==> src/hdl/afe_pkg.sv <==
// shared types, constants and helpers for the frame encoder
`timescale 1ns / 1ps
package afe_pkg;

  localparam int FrameLong = 22;
  localparam int TailLen   = 8;
  localparam int IdxW      = $clog2(FrameLong);

  localparam logic [1:0] FmtNone = 2'd0;
  localparam logic [1:0] FmtTwo  = 2'd1;
  localparam logic [1:0] FmtFour = 2'd2;

  localparam logic [7:0] AsciiM     = 8'h4D;
  localparam logic [7:0] AsciiS     = 8'h53;
  localparam logic [7:0] AsciiT     = 8'h54;
  localparam logic [7:0] AsciiP     = 8'h50;
  localparam logic [7:0] AsciiC     = 8'h43;
  localparam logic [7:0] AsciiEq    = 8'h3D;
  localparam logic [7:0] AsciiSpace = 8'h20;
  localparam logic [7:0] AsciiComma = 8'h2C;
  localparam logic [7:0] AsciiCr    = 8'h0D;
  localparam logic [7:0] AsciiZero  = 8'h30;
  localparam logic [7:0] AsciiUpA   = 8'h41;

  typedef struct packed {
    logic       valid;
    logic       last;
    logic [7:0] char_out;
  } cell_t;

  function automatic logic [7:0] hex_char(input logic [3:0] nib);
    logic [7:0] c;
    if (nib < 4'd10) begin
      c = AsciiZero + {4'd0, nib};
    end else begin
      c = AsciiUpA + {4'd0, nib} - 8'd10;
    end
    return c;
  endfunction

endpackage

==> src/hdl/afe_if.sv <==
// request and byte stream channel interfaces
`timescale 1ns / 1ps
interface afe_in_if;
  logic        valid;
  logic        ready;
  logic        kind;
  logic [15:0] primary;
  logic [15:0] secondary;
  logic [1:0]  sec_fmt;

  modport source (output valid, kind, primary, secondary, sec_fmt, input ready);
  modport sink   (input valid, kind, primary, secondary, sec_fmt, output ready);
endinterface

interface afe_out_if;
  logic       valid;
  logic       ready;
  logic [7:0] char_out;
  logic       last;

  modport source (output valid, char_out, last, input ready);
  modport sink   (input valid, char_out, last, output ready);
endinterface

==> src/hdl/afe_cell.sv <==
// one byte cell of the output shift chain
`timescale 1ns / 1ps
module afe_cell (
  input  logic           clk,
  input  logic           rst_n,
  input  logic           load,
  input  logic           shift,
  input  afe_pkg::cell_t load_d,
  input  afe_pkg::cell_t nbr_d,
  output afe_pkg::cell_t q
);

  logic       valid_r;
  logic       last_r;
  logic [7:0] char_r;

  always_ff @(posedge clk) begin
    if (!rst_n) begin
      valid_r <= 1'b0;
    end else if (load) begin
      valid_r <= load_d.valid;
    end else if (shift) begin
      valid_r <= nbr_d.valid;
    end
  end

  always_ff @(posedge clk) begin
    if (load) begin
      last_r <= load_d.last;
      char_r <= load_d.char_out;
    end else if (shift) begin
      last_r <= nbr_d.last;
      char_r <= nbr_d.char_out;
    end
  end

  assign q = '{valid: valid_r, last: last_r, char_out: char_r};

endmodule

==> src/hdl/afe_frame_gen.sv <==
// lays out the frame bytes and checksum of one request
`timescale 1ns / 1ps
module afe_frame_gen (
  input  logic           kind,
  input  logic [15:0]    primary,
  input  logic [15:0]    secondary,
  input  logic [1:0]     sec_fmt,
  output afe_pkg::cell_t frame [afe_pkg::FrameLong]
);

  logic [9:0]               sum;
  logic [15:0]              chk;
  logic [afe_pkg::IdxW-1:0] tail_base;
  logic [7:0]               bytes [afe_pkg::FrameLong];
  logic [7:0]               tail  [afe_pkg::TailLen];
  logic [afe_pkg::IdxW-1:0] last_idx;

  always_comb begin
    sum = {2'd0, primary[15:8]} + {2'd0, primary[7:0]}
        + {2'd0, secondary[15:8]} + {2'd0, secondary[7:0]};
    chk = ~{6'd0, sum};
  end

  always_comb begin
    for (int i = 0; i < afe_pkg::FrameLong; i++) begin
      bytes[i] = 8'd0;
    end
    bytes[0] = kind ? afe_pkg::AsciiS : afe_pkg::AsciiM;
    bytes[1] = afe_pkg::AsciiT;
    bytes[2] = afe_pkg::AsciiSpace;
    bytes[3] = afe_pkg::AsciiP;
    bytes[4] = afe_pkg::AsciiEq;
    bytes[5] = afe_pkg::hex_char(primary[15:12]);
    bytes[6] = afe_pkg::hex_char(primary[11:8]);
    bytes[7] = afe_pkg::hex_char(primary[7:4]);
    bytes[8] = afe_pkg::hex_char(primary[3:0]);
    case (sec_fmt)
      afe_pkg::FmtTwo: begin
        bytes[9]  = afe_pkg::AsciiComma;
        bytes[10] = afe_pkg::hex_char(secondary[7:4]);
        bytes[11] = afe_pkg::hex_char(secondary[3:0]);
        tail_base = afe_pkg::IdxW'(12);
      end
      afe_pkg::FmtFour: begin
        bytes[9]  = afe_pkg::AsciiComma;
        bytes[10] = afe_pkg::hex_char(secondary[15:12]);
        bytes[11] = afe_pkg::hex_char(secondary[11:8]);
        bytes[12] = afe_pkg::hex_char(secondary[7:4]);
        bytes[13] = afe_pkg::hex_char(secondary[3:0]);
        tail_base = afe_pkg::IdxW'(14);
      end
      default: begin
        tail_base = afe_pkg::IdxW'(9);
      end
    endcase
    tail[0] = afe_pkg::AsciiSpace;
    tail[1] = afe_pkg::AsciiC;
    tail[2] = afe_pkg::AsciiEq;
    tail[3] = afe_pkg::hex_char(chk[15:12]);
    tail[4] = afe_pkg::hex_char(chk[11:8]);
    tail[5] = afe_pkg::hex_char(chk[7:4]);
    tail[6] = afe_pkg::hex_char(chk[3:0]);
    tail[7] = afe_pkg::AsciiCr;
    for (int i = 0; i < afe_pkg::TailLen; i++) begin
      bytes[tail_base + afe_pkg::IdxW'(i)] = tail[i];
    end
    last_idx = tail_base + afe_pkg::IdxW'(afe_pkg::TailLen - 1);
  end

  always_comb begin
    for (int k = 0; k < afe_pkg::FrameLong; k++) begin
      frame[k].valid    = (afe_pkg::IdxW'(k) <= last_idx);
      frame[k].last     = (afe_pkg::IdxW'(k) == last_idx);
      frame[k].char_out = bytes[k];
    end
  end

endmodule

==> src/hdl/ac_link_frame_encoder_top.sv <==
// top level of the serial command frame encoder
`timescale 1ns / 1ps
// in_ch carries one frame request per word: kind, primary, secondary and
// sec_fmt. out_ch carries the frame as ASCII bytes, one per word,
// with last set on the closing carriage return.
// a request is laid out combinationally and loaded in parallel into a chain of
// 22 byte cells; cell 0 is the output register and the chain shifts one
// cell toward it each time out_ch takes a word.
// latency: the first byte is valid the cycle after the request is taken.
// a frame is 17, 20 or 22 bytes long; a new request is taken in the cycle
// the final byte of the previous frame leaves, so frames run back to back
// with no gap.
// reset clears all cell valid bits; out_ch.valid drops and in_ch.ready is
// high once reset is released.
// when the receiver stalls, the chain holds and in_ch.ready stays low until
// the final byte is taken.
module ac_link_frame_encoder_top (
  input  logic          clk,
  input  logic          rst_n,
  afe_in_if.sink        in_ch,
  afe_out_if.source     out_ch
);

  afe_pkg::cell_t frame [afe_pkg::FrameLong];
  afe_pkg::cell_t cells [afe_pkg::FrameLong];
  logic           out_hs;
  logic           in_hs;

  afe_frame_gen u_gen (
    .kind      (in_ch.kind),
    .primary   (in_ch.primary),
    .secondary (in_ch.secondary),
    .sec_fmt   (in_ch.sec_fmt),
    .frame     (frame)
  );

  assign out_hs      = out_ch.valid && out_ch.ready;
  assign in_ch.ready = !cells[1].valid && (!cells[0].valid || out_ch.ready);
  assign in_hs       = in_ch.valid && in_ch.ready;

  for (genvar k = 0; k < afe_pkg::FrameLong; k++) begin : g_cell
    afe_pkg::cell_t nbr;
    if (k == afe_pkg::FrameLong - 1) begin : g_end
      assign nbr = '0;
    end else begin : g_mid
      assign nbr = cells[k + 1];
    end
    afe_cell u_cell (
      .clk    (clk),
      .rst_n  (rst_n),
      .load   (in_hs),
      .shift  (out_hs),
      .load_d (frame[k]),
      .nbr_d  (nbr),
      .q      (cells[k])
    );
  end

  assign out_ch.valid    = cells[0].valid;
  assign out_ch.char_out = cells[0].char_out;
  assign out_ch.last     = cells[0].last;

`ifndef SYNTHESIS
  a_first_byte: assert property (@(posedge clk) disable iff (!rst_n)
    in_hs |=> out_ch.valid && (out_ch.char_out == afe_pkg::AsciiM ||
                               out_ch.char_out == afe_pkg::AsciiS))
    else $error("frame does not open with M or S");

  a_last_cr: assert property (@(posedge clk) disable iff (!rst_n)
    out_ch.valid && out_ch.last |-> out_ch.char_out == afe_pkg::AsciiCr)
    else $error("last byte is not a carriage return");

  a_busy_block: assert property (@(posedge clk) disable iff (!rst_n)
    cells[1].valid |-> !in_ch.ready)
    else $error("request taken while frame still in chain");

  a_tail_follows: assert property (@(posedge clk) disable iff (!rst_n)
    out_hs && !out_ch.last |=> out_ch.valid)
    else $error("frame ended without a last byte");
`endif

endmodule

==> src/flat_wrapper.sv <==
// flat-port wrapper written by rule: the top's interface ports become plain ports
module ac_link_frame_encoder_top_flat 
  (clk, rst_n, in_ch_valid, in_ch_kind, in_ch_primary, in_ch_secondary, in_ch_sec_fmt, in_ch_ready, out_ch_valid, out_ch_char_out, out_ch_last, out_ch_ready);
  afe_in_if in_ch_i ();
  afe_out_if out_ch_i ();
  input  logic clk;
  input  logic rst_n;
  input wire logic [$bits(in_ch_i.valid)-1:0] in_ch_valid;
  input wire logic [$bits(in_ch_i.kind)-1:0] in_ch_kind;
  input wire logic [$bits(in_ch_i.primary)-1:0] in_ch_primary;
  input wire logic [$bits(in_ch_i.secondary)-1:0] in_ch_secondary;
  input wire logic [$bits(in_ch_i.sec_fmt)-1:0] in_ch_sec_fmt;
  output wire logic [$bits(in_ch_i.ready)-1:0] in_ch_ready;
  output wire logic [$bits(out_ch_i.valid)-1:0] out_ch_valid;
  output wire logic [$bits(out_ch_i.char_out)-1:0] out_ch_char_out;
  output wire logic [$bits(out_ch_i.last)-1:0] out_ch_last;
  input wire logic [$bits(out_ch_i.ready)-1:0] out_ch_ready;
  assign in_ch_i.valid = in_ch_valid;
  assign in_ch_i.kind = in_ch_kind;
  assign in_ch_i.primary = in_ch_primary;
  assign in_ch_i.secondary = in_ch_secondary;
  assign in_ch_i.sec_fmt = in_ch_sec_fmt;
  assign in_ch_ready = in_ch_i.ready;
  assign out_ch_valid = out_ch_i.valid;
  assign out_ch_char_out = out_ch_i.char_out;
  assign out_ch_last = out_ch_i.last;
  assign out_ch_i.ready = out_ch_ready;
  ac_link_frame_encoder_top u_core (.clk(clk), .rst_n(rst_n), .in_ch(in_ch_i), .out_ch(out_ch_i));
endmodule
==> config.mk <==
export PLATFORM = sky130hd
export DESIGN_NAME = ac_link_frame_encoder_top_flat
export DESIGN_NICKNAME = d
export VERILOG_FILES = /design/src/hdl/afe_pkg.sv /design/src/hdl/afe_if.sv /design/src/hdl/afe_cell.sv /design/src/hdl/afe_frame_gen.sv /design/src/hdl/ac_link_frame_encoder_top.sv /design/src/flat_wrapper.sv
export SDC_FILE = /design/constraint.sdc
export NUM_CORES = 1
export LEC_CHECK = 0
export ABC_AREA = 1
export ABC_CLOCK_PERIOD_IN_PS = 4000
export BUFFER_PORTS_ARGS = -buffer_cell sky130_fd_sc_hd__buf_2
export CAP_MARGIN = 0
export CORE_MARGIN = 2
export CORE_UTILIZATION = 55
export DETAILED_ROUTE_END_ITERATION = 10
export PLACE_DENSITY = 0.8
export SLEW_MARGIN = 25
export SYNTH_ARGS = -nofsm -noshare
export SYNTH_HDL_FRONTEND = slang
export SYNTH_HIERARCHICAL = 1
export SYNTH_SLANG_ARGS = --single-unit
==> constraint.sdc <==
create_clock -name clk -period 4 [get_ports clk]
set_input_delay 0 -clock clk [delete_from_list [all_inputs] [get_ports clk]]
set_output_delay 0 -clock clk [all_outputs]
set_load 0.01 [all_outputs]
# After elaboration in Yosys (flattened, before gate mapping)

Cells that the tools add are included.

Flip-flop bits (word level): 220
Logic and storage cells: 389

Add/subtract/negate cells: 46
Order comparisons: 50
Eq/ne operators: 23
Mux-type cells: 167
Bitwise gates (word level): 21
Reductions and logical operators: 16

Operators by type and width:

| cell                                                                          | count |
|---|---|
| 176-bit bitwise mux                                                           | 4 |
| 8-bit two-way mux                                                             | 64 |
| 8-bit demux with 5-bit select                                                 | 8 |
| 110-bit AND                                                                   | 2 |
| 110-bit inverter                                                              | 2 |
| 153-bit by 154-bit AND with 154-bit output                                    | 1 |
| 154-bit inverter                                                              | 1 |
| 66-bit bitwise OR                                                             | 2 |
| 110-bit bitwise OR                                                            | 1 |
| 7-bit by 4-bit adder with 8-bit output (first input constant)                 | 12 |
| 8-bit by 4-bit subtractor with 8-bit output (second input constant)           | 12 |
| 1-bit two-way mux                                                             | 87 |
| 6-bit by 4-bit adder with 7-bit output (first input constant)                 | 12 |
| 66-bit AND                                                                    | 1 |
| 66-bit inverter                                                               | 1 |
| 6-bit greater-or-equal comparator (second input constant)                     | 8 |
| 4-bit less-than comparator (second input constant)                            | 12 |
| 6-bit by 1-bit less-than comparator with 1-bit output (second input constant) | 8 |
| 5-bit inverter with 6-bit output                                              | 8 |
| 22-bit case mux with 2 select lines                                           | 1 |
| 4-bit by 5-bit == test with 1-bit output (first input constant)               | 8 |
| 4-bit by 5-bit <= comparator with 1-bit output (first input constant)         | 8 |
| 5-bit == test (first input constant)                                          | 6 |
| 5-bit <= comparator (first input constant)                                    | 6 |
| 23 further kinds                                                              | 48 |

# Longest topological paths before layout

Gate-level depths: netlist of the first run.

Depth after elaboration: 17
Gate-level depth with buffers: 22
Gate-level depth less buffers: 22

# Cells and area by module

The synthesis of the first run kept the hierarchy.

Modules (own cells, without submodules):

| module                    | times used | cells each | area each (um^2) | sequential area each (um^2) |
|---|---|---|---|---|
| afe_cell                  | 22         | 49         | 466.7            | 290.3 |
| afe_frame_gen             | 1          | 664        | 3639.7           | 0.0 |
| ac_link_frame_encoder_top | 1          | 10         | 45.0             | 0.0 |

# Least setup slack after synthesis of the first run

OpenSTA, ideal clock, no wires.

Path kind: register to register
Start: reg u_core.g_cell[0].u_cell.valid_r
End: reg u_core.g_cell[0].u_cell.char_r[0], enable pin
Setup time: 332 ps
Data arrival time: 3024 ps
Data required time: 3668 ps
Slack: 643 ps
Cell stages (with the launch flop): 7
Period minus slack after synthesis: 3357 ps
Cells stage by stage: dfxtp_1 buf_4 nand2_2 nand2_2 nor2_2 nor2_1 inv_1

Word-level cells in the longest chain between the ends: 5

RTL lines:

| what                         | RTL line                        | RTL |
|---|---|---|
| start, declared              | afe_cell.sv:13                  | `logic valid_r;` |
| start signal, assigned       | afe_cell.sv:21                  | `valid_r <= load_d.valid;` |
| start signal, assigned       | afe_cell.sv:23                  | `valid_r <= nbr_d.valid;` |
| 1-bit logical NOT            | ac_link_frame_encoder_top.sv:38 | `assign in_ch.ready = !cells[1].valid && (!cells[0].valid \|\| out_ch.ready);` |
| 1-bit logical OR             | ac_link_frame_encoder_top.sv:38 |  |
| 1-bit logical AND            | ac_link_frame_encoder_top.sv:38 |  |
| 1-bit logical AND            | ac_link_frame_encoder_top.sv:39 | `assign in_hs = in_ch.valid && in_ch.ready;` |
| via u_core.in_hs             | ac_link_frame_encoder_top.sv:27 | `logic in_hs;` |
| 2-bit nonzero test (no line) | -                               |  |
| end signal, assigned         | afe_cell.sv:30                  | `char_r <= load_d.char_out;` |
| end signal, assigned         | afe_cell.sv:33                  | `char_r <= nbr_d.char_out;` |
| end, declared                | afe_cell.sv:15                  | `logic [7:0] char_r;` |

The timed path passes the listed nets, and every way through them passes these cells.
A chain may end at the register's enable or synchronous reset.

==> flow_summary.toml, run 1 <==
[sta]
tns_ns = 0
hold_slack_ns = 0.03108
setup_violations = 0
period_needed_ns = 3.550
clock_skew_ns = 0.02460
worstMarginPinSlew_ns = 0.9048
fmax_ghz = 0.2817
slew_headroom_pct = 39.68
min_period_over_period_pct = 88.76
hold_viol_final = 0
layout_setup_ws_ns = 0.4497
slew_violations = 0
rsz0062_at_grt = "no"

[yosys]
synth_cell_types = 43
synth_top_family_by_area = "simple AND/OR/NAND/NOR gates"
ys_warn_count = 6
synth-seq-cells = 220
synthArstFlopShare_pct = 0
synth_xor_area_share_pct = 0.5560
ys.flop_type = "edfxtp_1"
synth_adder_area_share_pct = 4.448
synthMuxAreaShare_pct = 0
yosys.area_share.simple_pct = 29.33
ys_seq_area_share_pct = 45.77
syn-instance-count = 1752
synth_edf_count = 198
synth_compound_area_share_pct = 6.080
avgSynthCellArea_um2 = 7.964
netlist_area_um2 = 13950

[pwr]
p_leak_uw = 0.007349
max-vdd-ir-drop_mv = 0.3808
powerDensity_nw_per_um2 = 507.5
finalPower_uw = 7505

[critical_path]
crit_path_max_fanout = 5
cp_slowest_stage_delay_ns = 0.56
slowest_stage = "fa_1"
crit_top_cell = "nand2_1"
path_class = "in -> reg"
crit_cells = 22
cpLargestDelayFamily = "adder cells"
cp.buffers_inverters = 5
cp-end-kind = "flop"
start_kind = "input port"
crit_required_ns = 4.28
critPathArrivalTime_ns = 3.83
ff2ff_path_depth = 6
worstPathCellList = "dlygate4sd3_1 > buf_2 > inv_1 > fa_1 > inv_1 > fa_1 > ha_1 > nand2_1 > nor2_1 > nand2_1 > nand3_1 > nand3_1 > nand2_1 > nand2_1 > nand2_1 > inv_1 > ha_1 > a21oi_1 > a21oi_1 > a21oi_1 > nand2_1 > nand2_1"

[detailed_routing]
drt_wl_total_um = 35070
drt_first_pass_iters = 6
avgViaCountPerCell = 5.220
ant_nets = 0
post_drt_wl_per_cell_um = 16.62
route.detailed.drc = 0
drtIter0Drc = 1083
vias = 11014

[hold_path]
min_path_type = "in -> reg"
hold_depth = 5

[floorplanning]
die_h_um = 163.3
core_region_area_um2 = 25040
rows = 58
die_area_um2 = 26660
start_util_pct = 55.73
num_io_pins = 50
die_x_um = 163.3

[placed_design]
hpwl_um = 25810
pre_cts_ws_ns = 0.4174
port_buffers = 49
gp_congestion = 0.9992
dp.cells = 2061

[clock_tree]
clockBufferDepth = 3
cts_resized = 0
cts_made_buffers = 25
clk_pin_slew_ns = 0.06
htreeDepth = 1
cts_tree = "done"
clk_latency_ns = 0.52
numClockSinks = 220
cts_root_buf = "clkbuf_16"

[finish]
nets = 1843
syn2layout_area_growth_pct = 5.982
antennaDiodeCount = 0
drive_gt1_share_pct = 12.87
nFillCells = 2231
stdcell_count = 2110

[job]
maxCapViolations = 0

[global_route]
grt_first_pass_wirelength_um = 54800
antenna_found_initial = 1
grt_max_degree = 54
grt_overflow = 0
grt_usage_pct = 26.61
grt_pass1_vias = 10849

[status]
outcome = "finished, final reports clean"
==> stage by stage <==
stage          instance area, µm²  utilization [%]
5_1_grt                     14790            59.06
4_1_cts                     14790            59.06
3_5_place_dp                13920            55.59
2_1_floorplan               14140                -
6_report                    14790            59.06
3_3_place_gp                13920            55.59
==> worst register-to-register path, stage by stage, from the launching register on <==
cell and delay, ns:
dfxtp_1 0.34, nand2_2 0.08, nand2_2 0.07, nor2_4 0.59, buf_4 0.40, nor2_1 0.10, inv_1 0.32
==> power breakdown <==
| part | switching [µW] | internal, µW | total (µW) |
|---|---|---|---|
| Clock | 891 | 1340 | 2230 |
| Sequential | 96.2 | 2950 | 3050 |
| Combinational | 1580 | 644 | 2230 |
| Total | 2570 | 4940 | 7500 |
==> path summary, 6_finish.rpt <==
check                           slack, ns                               from                                 end
worst max-delay path                 0.45                   in_ch_primary[5]  u_core/g_cell[16].u_cell/char_r[1]
worst min-delay path                 0.03                   in_ch_primary[6]   u_core/g_cell[7].u_cell/char_r[2]
worst max register to register       1.78    u_core/g_cell[0].u_cell/valid_r   u_core/g_cell[3].u_cell/char_r[5]
worst min register to register       0.51  u_core/g_cell[6].u_cell/char_r[5]   u_core/g_cell[5].u_cell/char_r[5]
==> routing by layer <==
layer | track usage (%) | up-vias | routed length, µm
met5 | 0 | - | 13
met4 | 12.47 | 2 | 1715
met3 | 4.215 | 116 | 2470
met2 | 47.05 | 406 | 17480
met1 | 31.75 | 5092 | 13390
li1 | - | 5398 | -
==> state kept, by name (all words and copies together), names as in the netlist <==
name / flops
u_core/g_cell.u_cell/char_r: 176
u_core/g_cell.u_cell/last_r: 22
u_core/g_cell.u_cell/valid_r: 22
==> layout make-up <==
type | count | area [µm²] | share of cell area (%)
Tap cell | 330 | 412.9 | 2.792
Sequential cell | 220 | 6386 | 43.19
Inverter | 212 | 797.0 | 5.390
Multi-Input combinational cell | 1226 | 5847 | 39.54
Timing Repair Buffer | 79 | 535.5 | 3.622
Clock buffer | 31 | 688.2 | 4.654
Clock inverter | 12 | 120.1 | 0.8123
==> layout by cell type, fill, tap and decap left out, types with 2 or more instances in the layout <==
master         netlist  final
inv_1              182    181
nand2_2             31     31
nand3_2             46     46
edfxtp_1           198    198
o31ai_1              3      3
o21a_1               4      4
a211oi_1             2      2
fa_1                16     16
inv_2               27     27
clkinv_2             0      5
buf_12               0      4
clkbuf_16            0     25
a221oi_1             2      2
xnor2_1              2      2
clkbuf_8             1      4
clkinv_4             0      2
a21oi_1             41     41
conb_1               3     54
nand3_1             25     25
nor2_1              89     89
buf_4              103     20
nand2_1            776    776
o21ai_2              5      5
o221ai_1             5      5
ha_1                24     24
o22ai_1              3      3
dfxtp_1             22     22
clkbuf_1            10      2
xor2_1               5      5
clkinvlp_4           0      2
o21ai_1              3      3
o21ai_0             66     66
dlygate4sd3_1        0      6
bufinv_16            0      2
clkinv_1             3      5
nand4_1              4      4
nand2_4              2      2
o211ai_1             8      8
buf_2                5     49
==> synthesized netlist by cell type (all sizes together) (5+ instances only) <==
master  instances  area share [%]
a21oi          41             1.5
buf           134             7.7
clkbuf         11            0.37
dfxtp          22             3.2
edfxtp        198              43
fa             16             2.3
ha             24             2.2
inv           209             5.6
nand2         809              22
nand3          71             4.2
nor2           91             2.5
o211ai          8            0.43
o21ai          74             2.8
o221ai          5            0.31
xor2            6            0.43
==> cells by family after synthesis <==
group,count (synthesis)
and+or+nand+nor,976
buffers and inverters,357
DFF,220
AOI/OAI and AO/OA,148
adders and majority gates,40
xor gates and xnor gates,8
other,3
==> repair_timing <==
action | in CTS | in global routing
buffers inserted | 0 | 0
hold buffers | 6 | 0
hold endpoints to repair | 7 | 0
No activity file was read; power rests on OpenSTA's default activity.
==> run 2, diff against run 1 <==
--- a/config.mk
+++ b/config.mk
@@ -5,7 +5,7 @@
 export SDC_FILE = /design/constraint.sdc
 export NUM_CORES = 1
 export LEC_CHECK = 0
-export ABC_AREA = 1
+export ABC_AREA = 0
 export ABC_CLOCK_PERIOD_IN_PS = 4000
 export BUFFER_PORTS_ARGS = -buffer_cell sky130_fd_sc_hd__buf_2
 export CAP_MARGIN = 0
==> run 2 against run 1 <==
- die area fell by 1.6%
- design area fell by 1.2%
- sequential share of layout area rose by 0.54 points
- critical path type unchanged
==> flow_summary.toml, run 2 <==
[floorplanning]
die_area_um2 = 26220
die_h_um = 161.9
start_util_pct = 56.25
rows = 57
die_x_um = 161.9
num_io_pins = 50
core_region_area_um2 = 24390

[clock_tree]
cts_made_buffers = 25
htreeDepth = 1
numClockSinks = 220
cts_tree = "done"
clk_pin_slew_ns = 0.06
clk_latency_ns = 0.53
clockBufferDepth = 3
cts_root_buf = "clkbuf_16"

[finish]
antennaDiodeCount = 0
mostFrequentLayoutCells = "200 x mux2_2, 198 x edfxtp_1, 86 x nand2_1"
mostFrequentLayoutCell = "mux2_2"
nFillCells = 1953
nets = 1265
syn2layout_area_growth_pct = 6.457
largest_register_ffs = 176
largest-register = "u_core/g_cell.u_cell/char_r"
stdcell_count = 1529
reg_top3 = "u_core/g_cell.u_cell/char_r x176, u_core/g_cell.u_cell/last_r x22, u_core/g_cell.u_cell/valid_r x22"
design_area_um2 = 14610
drive_gt1_share_pct = 32.78

[critical_path]
path_class = "in -> reg"
start_kind = "input port"
cp-end-kind = "flop"
critPathArrivalTime_ns = 4.11
crit_required_ns = 4.27
crit_path_max_fanout = 5
ff2ff_path_depth = 4

[pwr]
p_leak_uw = 0.005893
p_comb_share_pct = 33.6
powerDensity_nw_per_um2 = 540.0
p_int_uw = 5382
clkPwrFrac_pct = 26.6
pwr-share-seq_pct = 39.8
max-vdd-ir-drop_mv = 0.3450
power_switching_uw = 2505
swShare_pct = 31.76

[sta]
clock_skew_ns = 0.008380
hold_viol_final = 0
slew_violations = 0
setup_violations = 0
tns_ns = 0
min_period_over_period_pct = 95.79
rsz0062_at_grt = "no"
slew_headroom_pct = 35.69
worstMarginPinSlew_ns = 0.9646
fmax_ghz = 0.2610
layout_setup_ws_ns = 0.1682
period_needed_ns = 3.832

[yosys]
synth_cell_types = 79
synth_top_area_share_pct = 43.34
syn-instance-count = 1167
yosys.area.top_type = "edfxtp_1"
synth_commonest_cells = "200 x mux2_2, 198 x edfxtp_1, 103 x buf_4"
synth-seq-cells = 220
avgSynthCellArea_um2 = 11.76
synth_most_common_cell = "mux2_2"
synth_edf_count = 198
synthTopCellsByArea = "edfxtp_1 43%, mux2_2 16%, buf_4 5.6%"
ys_warn_count = 6
ys_seq_area_share_pct = 46.55
netlist_area_um2 = 13720
ys.flop_type = "edfxtp_1"
synthArstFlopShare_pct = 0

[global_route]
use_met1_pct = 32.29
grt_pass1_vias = 8848
grt_max_degree = 74
grt_overflow = 0
busiest_layer = "met2"
antenna_found_initial = 0
grt_usage_pct = 23.82
met2_usage_pct = 38.14
grtUsageMet3_pct = 5.005
grt_first_pass_wirelength_um = 48470

[placed_design]
hpwl_um = 22670
pre_cts_ws_ns = -0.02944
dp.cells = 1478
gp_congestion = 0.9517
placed_area_um2 = 13780
port_buffers = 49

[hold_path]
hold_depth = 4
min_path_type = "in -> reg"

[detailed_routing]
avgViaCountPerCell = 5.865
route.detailed.drc = 0
drt_first_pass_iters = 6
vias = 8968
ant_nets = 0
drt_wl_total_um = 31830
drtIter0Drc = 1136
post_drt_wl_per_cell_um = 20.82

[status]
outcome = "finished, final reports clean"

[job]
maxCapViolations = 0
## run 2: cell count changes after synthesis, sizes merged, moves of 9 or more
cell and change:
nand2 -723, inv -138, mux2 +222, o21ai -32
o211a +22, nand2b +26, or2 +24, nor2 -40
xnor2 +9, nand3 -64, a21oi +19, clkbuf +9
## run 2: cell type report
| class | count | area [µm²] | share of cell area, % |
|---|---|---|---|
| clock buffer | 34 | 689.4 | 4.720 |
| clock inverter | 12 | 63.81 | 0.4369 |
| inverter | 72 | 270.3 | 1.850 |
| multi-input combinational | 771 | 6155 | 42.14 |
| sequential | 220 | 6386 | 43.72 |
| tap | 324 | 405.4 | 2.776 |
| timing repair buffer | 96 | 635.6 | 4.352 |
## run 2: cell families after synthesis
family                     count (synthesis)  synth area share [%]
muxes                                    223                 18.90
AOI/OAI and AO/OA                        210                 10.62
DFF                                      220                 46.55
other                                      3               0.08207
buffers and inverters                    227                 10.24
and+or+nand+nor                          231                 8.208
adders and majority gates                 40                 4.524
xor gates and xnor gates                  13                0.8847
## run 2: worst max-delay path, cell delays in order
cell and delay [ns]:
dlygate4sd3_1 0.52, buf_2 0.13, inv_2 0.07, fa_1 0.50
inv_1 0.05, fa_1 0.52, fa_2 0.45, a211oi_4 0.30
o21bai_1 0.15, and2_1 0.19, ha_1 0.21, a21oi_1 0.12
o31a_1 0.25, o22ai_1 0.13, a31o_2 0.24, mux2_2 0.26
## run 2: power groups by stage
| stage | Sequential, µW | Combinational (µW) | Clock [µW] |
|---|---|---|---|
| 2_1_floorplan | 3130 | 1850 | 0 |
| 4_1_cts | 3140 | 2560 | 2140 |
| 6_report | 3140 | 2650 | 2100 |
| 3_5_place_dp | 3190 | 2530 | 0 |
| 3_3_place_gp | 3170 | 2480 | 0 |
| 5_1_grt | 3170 | 2830 | 2230 |
## run 2: repair_timing
| item | in CTS | in global routing |
|---|---|---|
| endpoints found under the setup margin | 0 | 20 |
| setup buffers | 0 | 0 |
| hold buffers | 5 | 0 |
| gates resized for setup | 0 | 5 |
| endpoints found under the hold margin | 28 | 0 |
## run 2: stage by stage
stage	hold WS, ns	power [µW]	util (%)
detailed placement	0.3935	5719	56.48
floorplan	0.1334	4981	-
finish	0.02007	7886	59.88
CTS	0.004628	7841	59.77
global route	0.02664	8226	59.88
global placement	0.3443	5656	56.48
## run 2: layer usage
metal	vias to the layer above	wire length, µm
met5	-	0
met4	0	959
met3	65	2627
met2	402	14900
met1	4378	13340
li1	4123	-
## run 2: worst paths after layout
check	startpoint	to	slack, ns
min reg2reg	u_core/g_cell[15].u_cell/char_r[5]	u_core/g_cell[14].u_cell/char_r[5]	0.55
max	in_ch_primary[10]	u_core/g_cell[13].u_cell/char_r[4]	0.17
min	in_ch_primary[6]	u_core/g_cell[7].u_cell/char_r[2]	0.02
max reg2reg	u_core/g_cell[0].u_cell/valid_r	u_core/g_cell[19].u_cell/char_r[2]	1.67
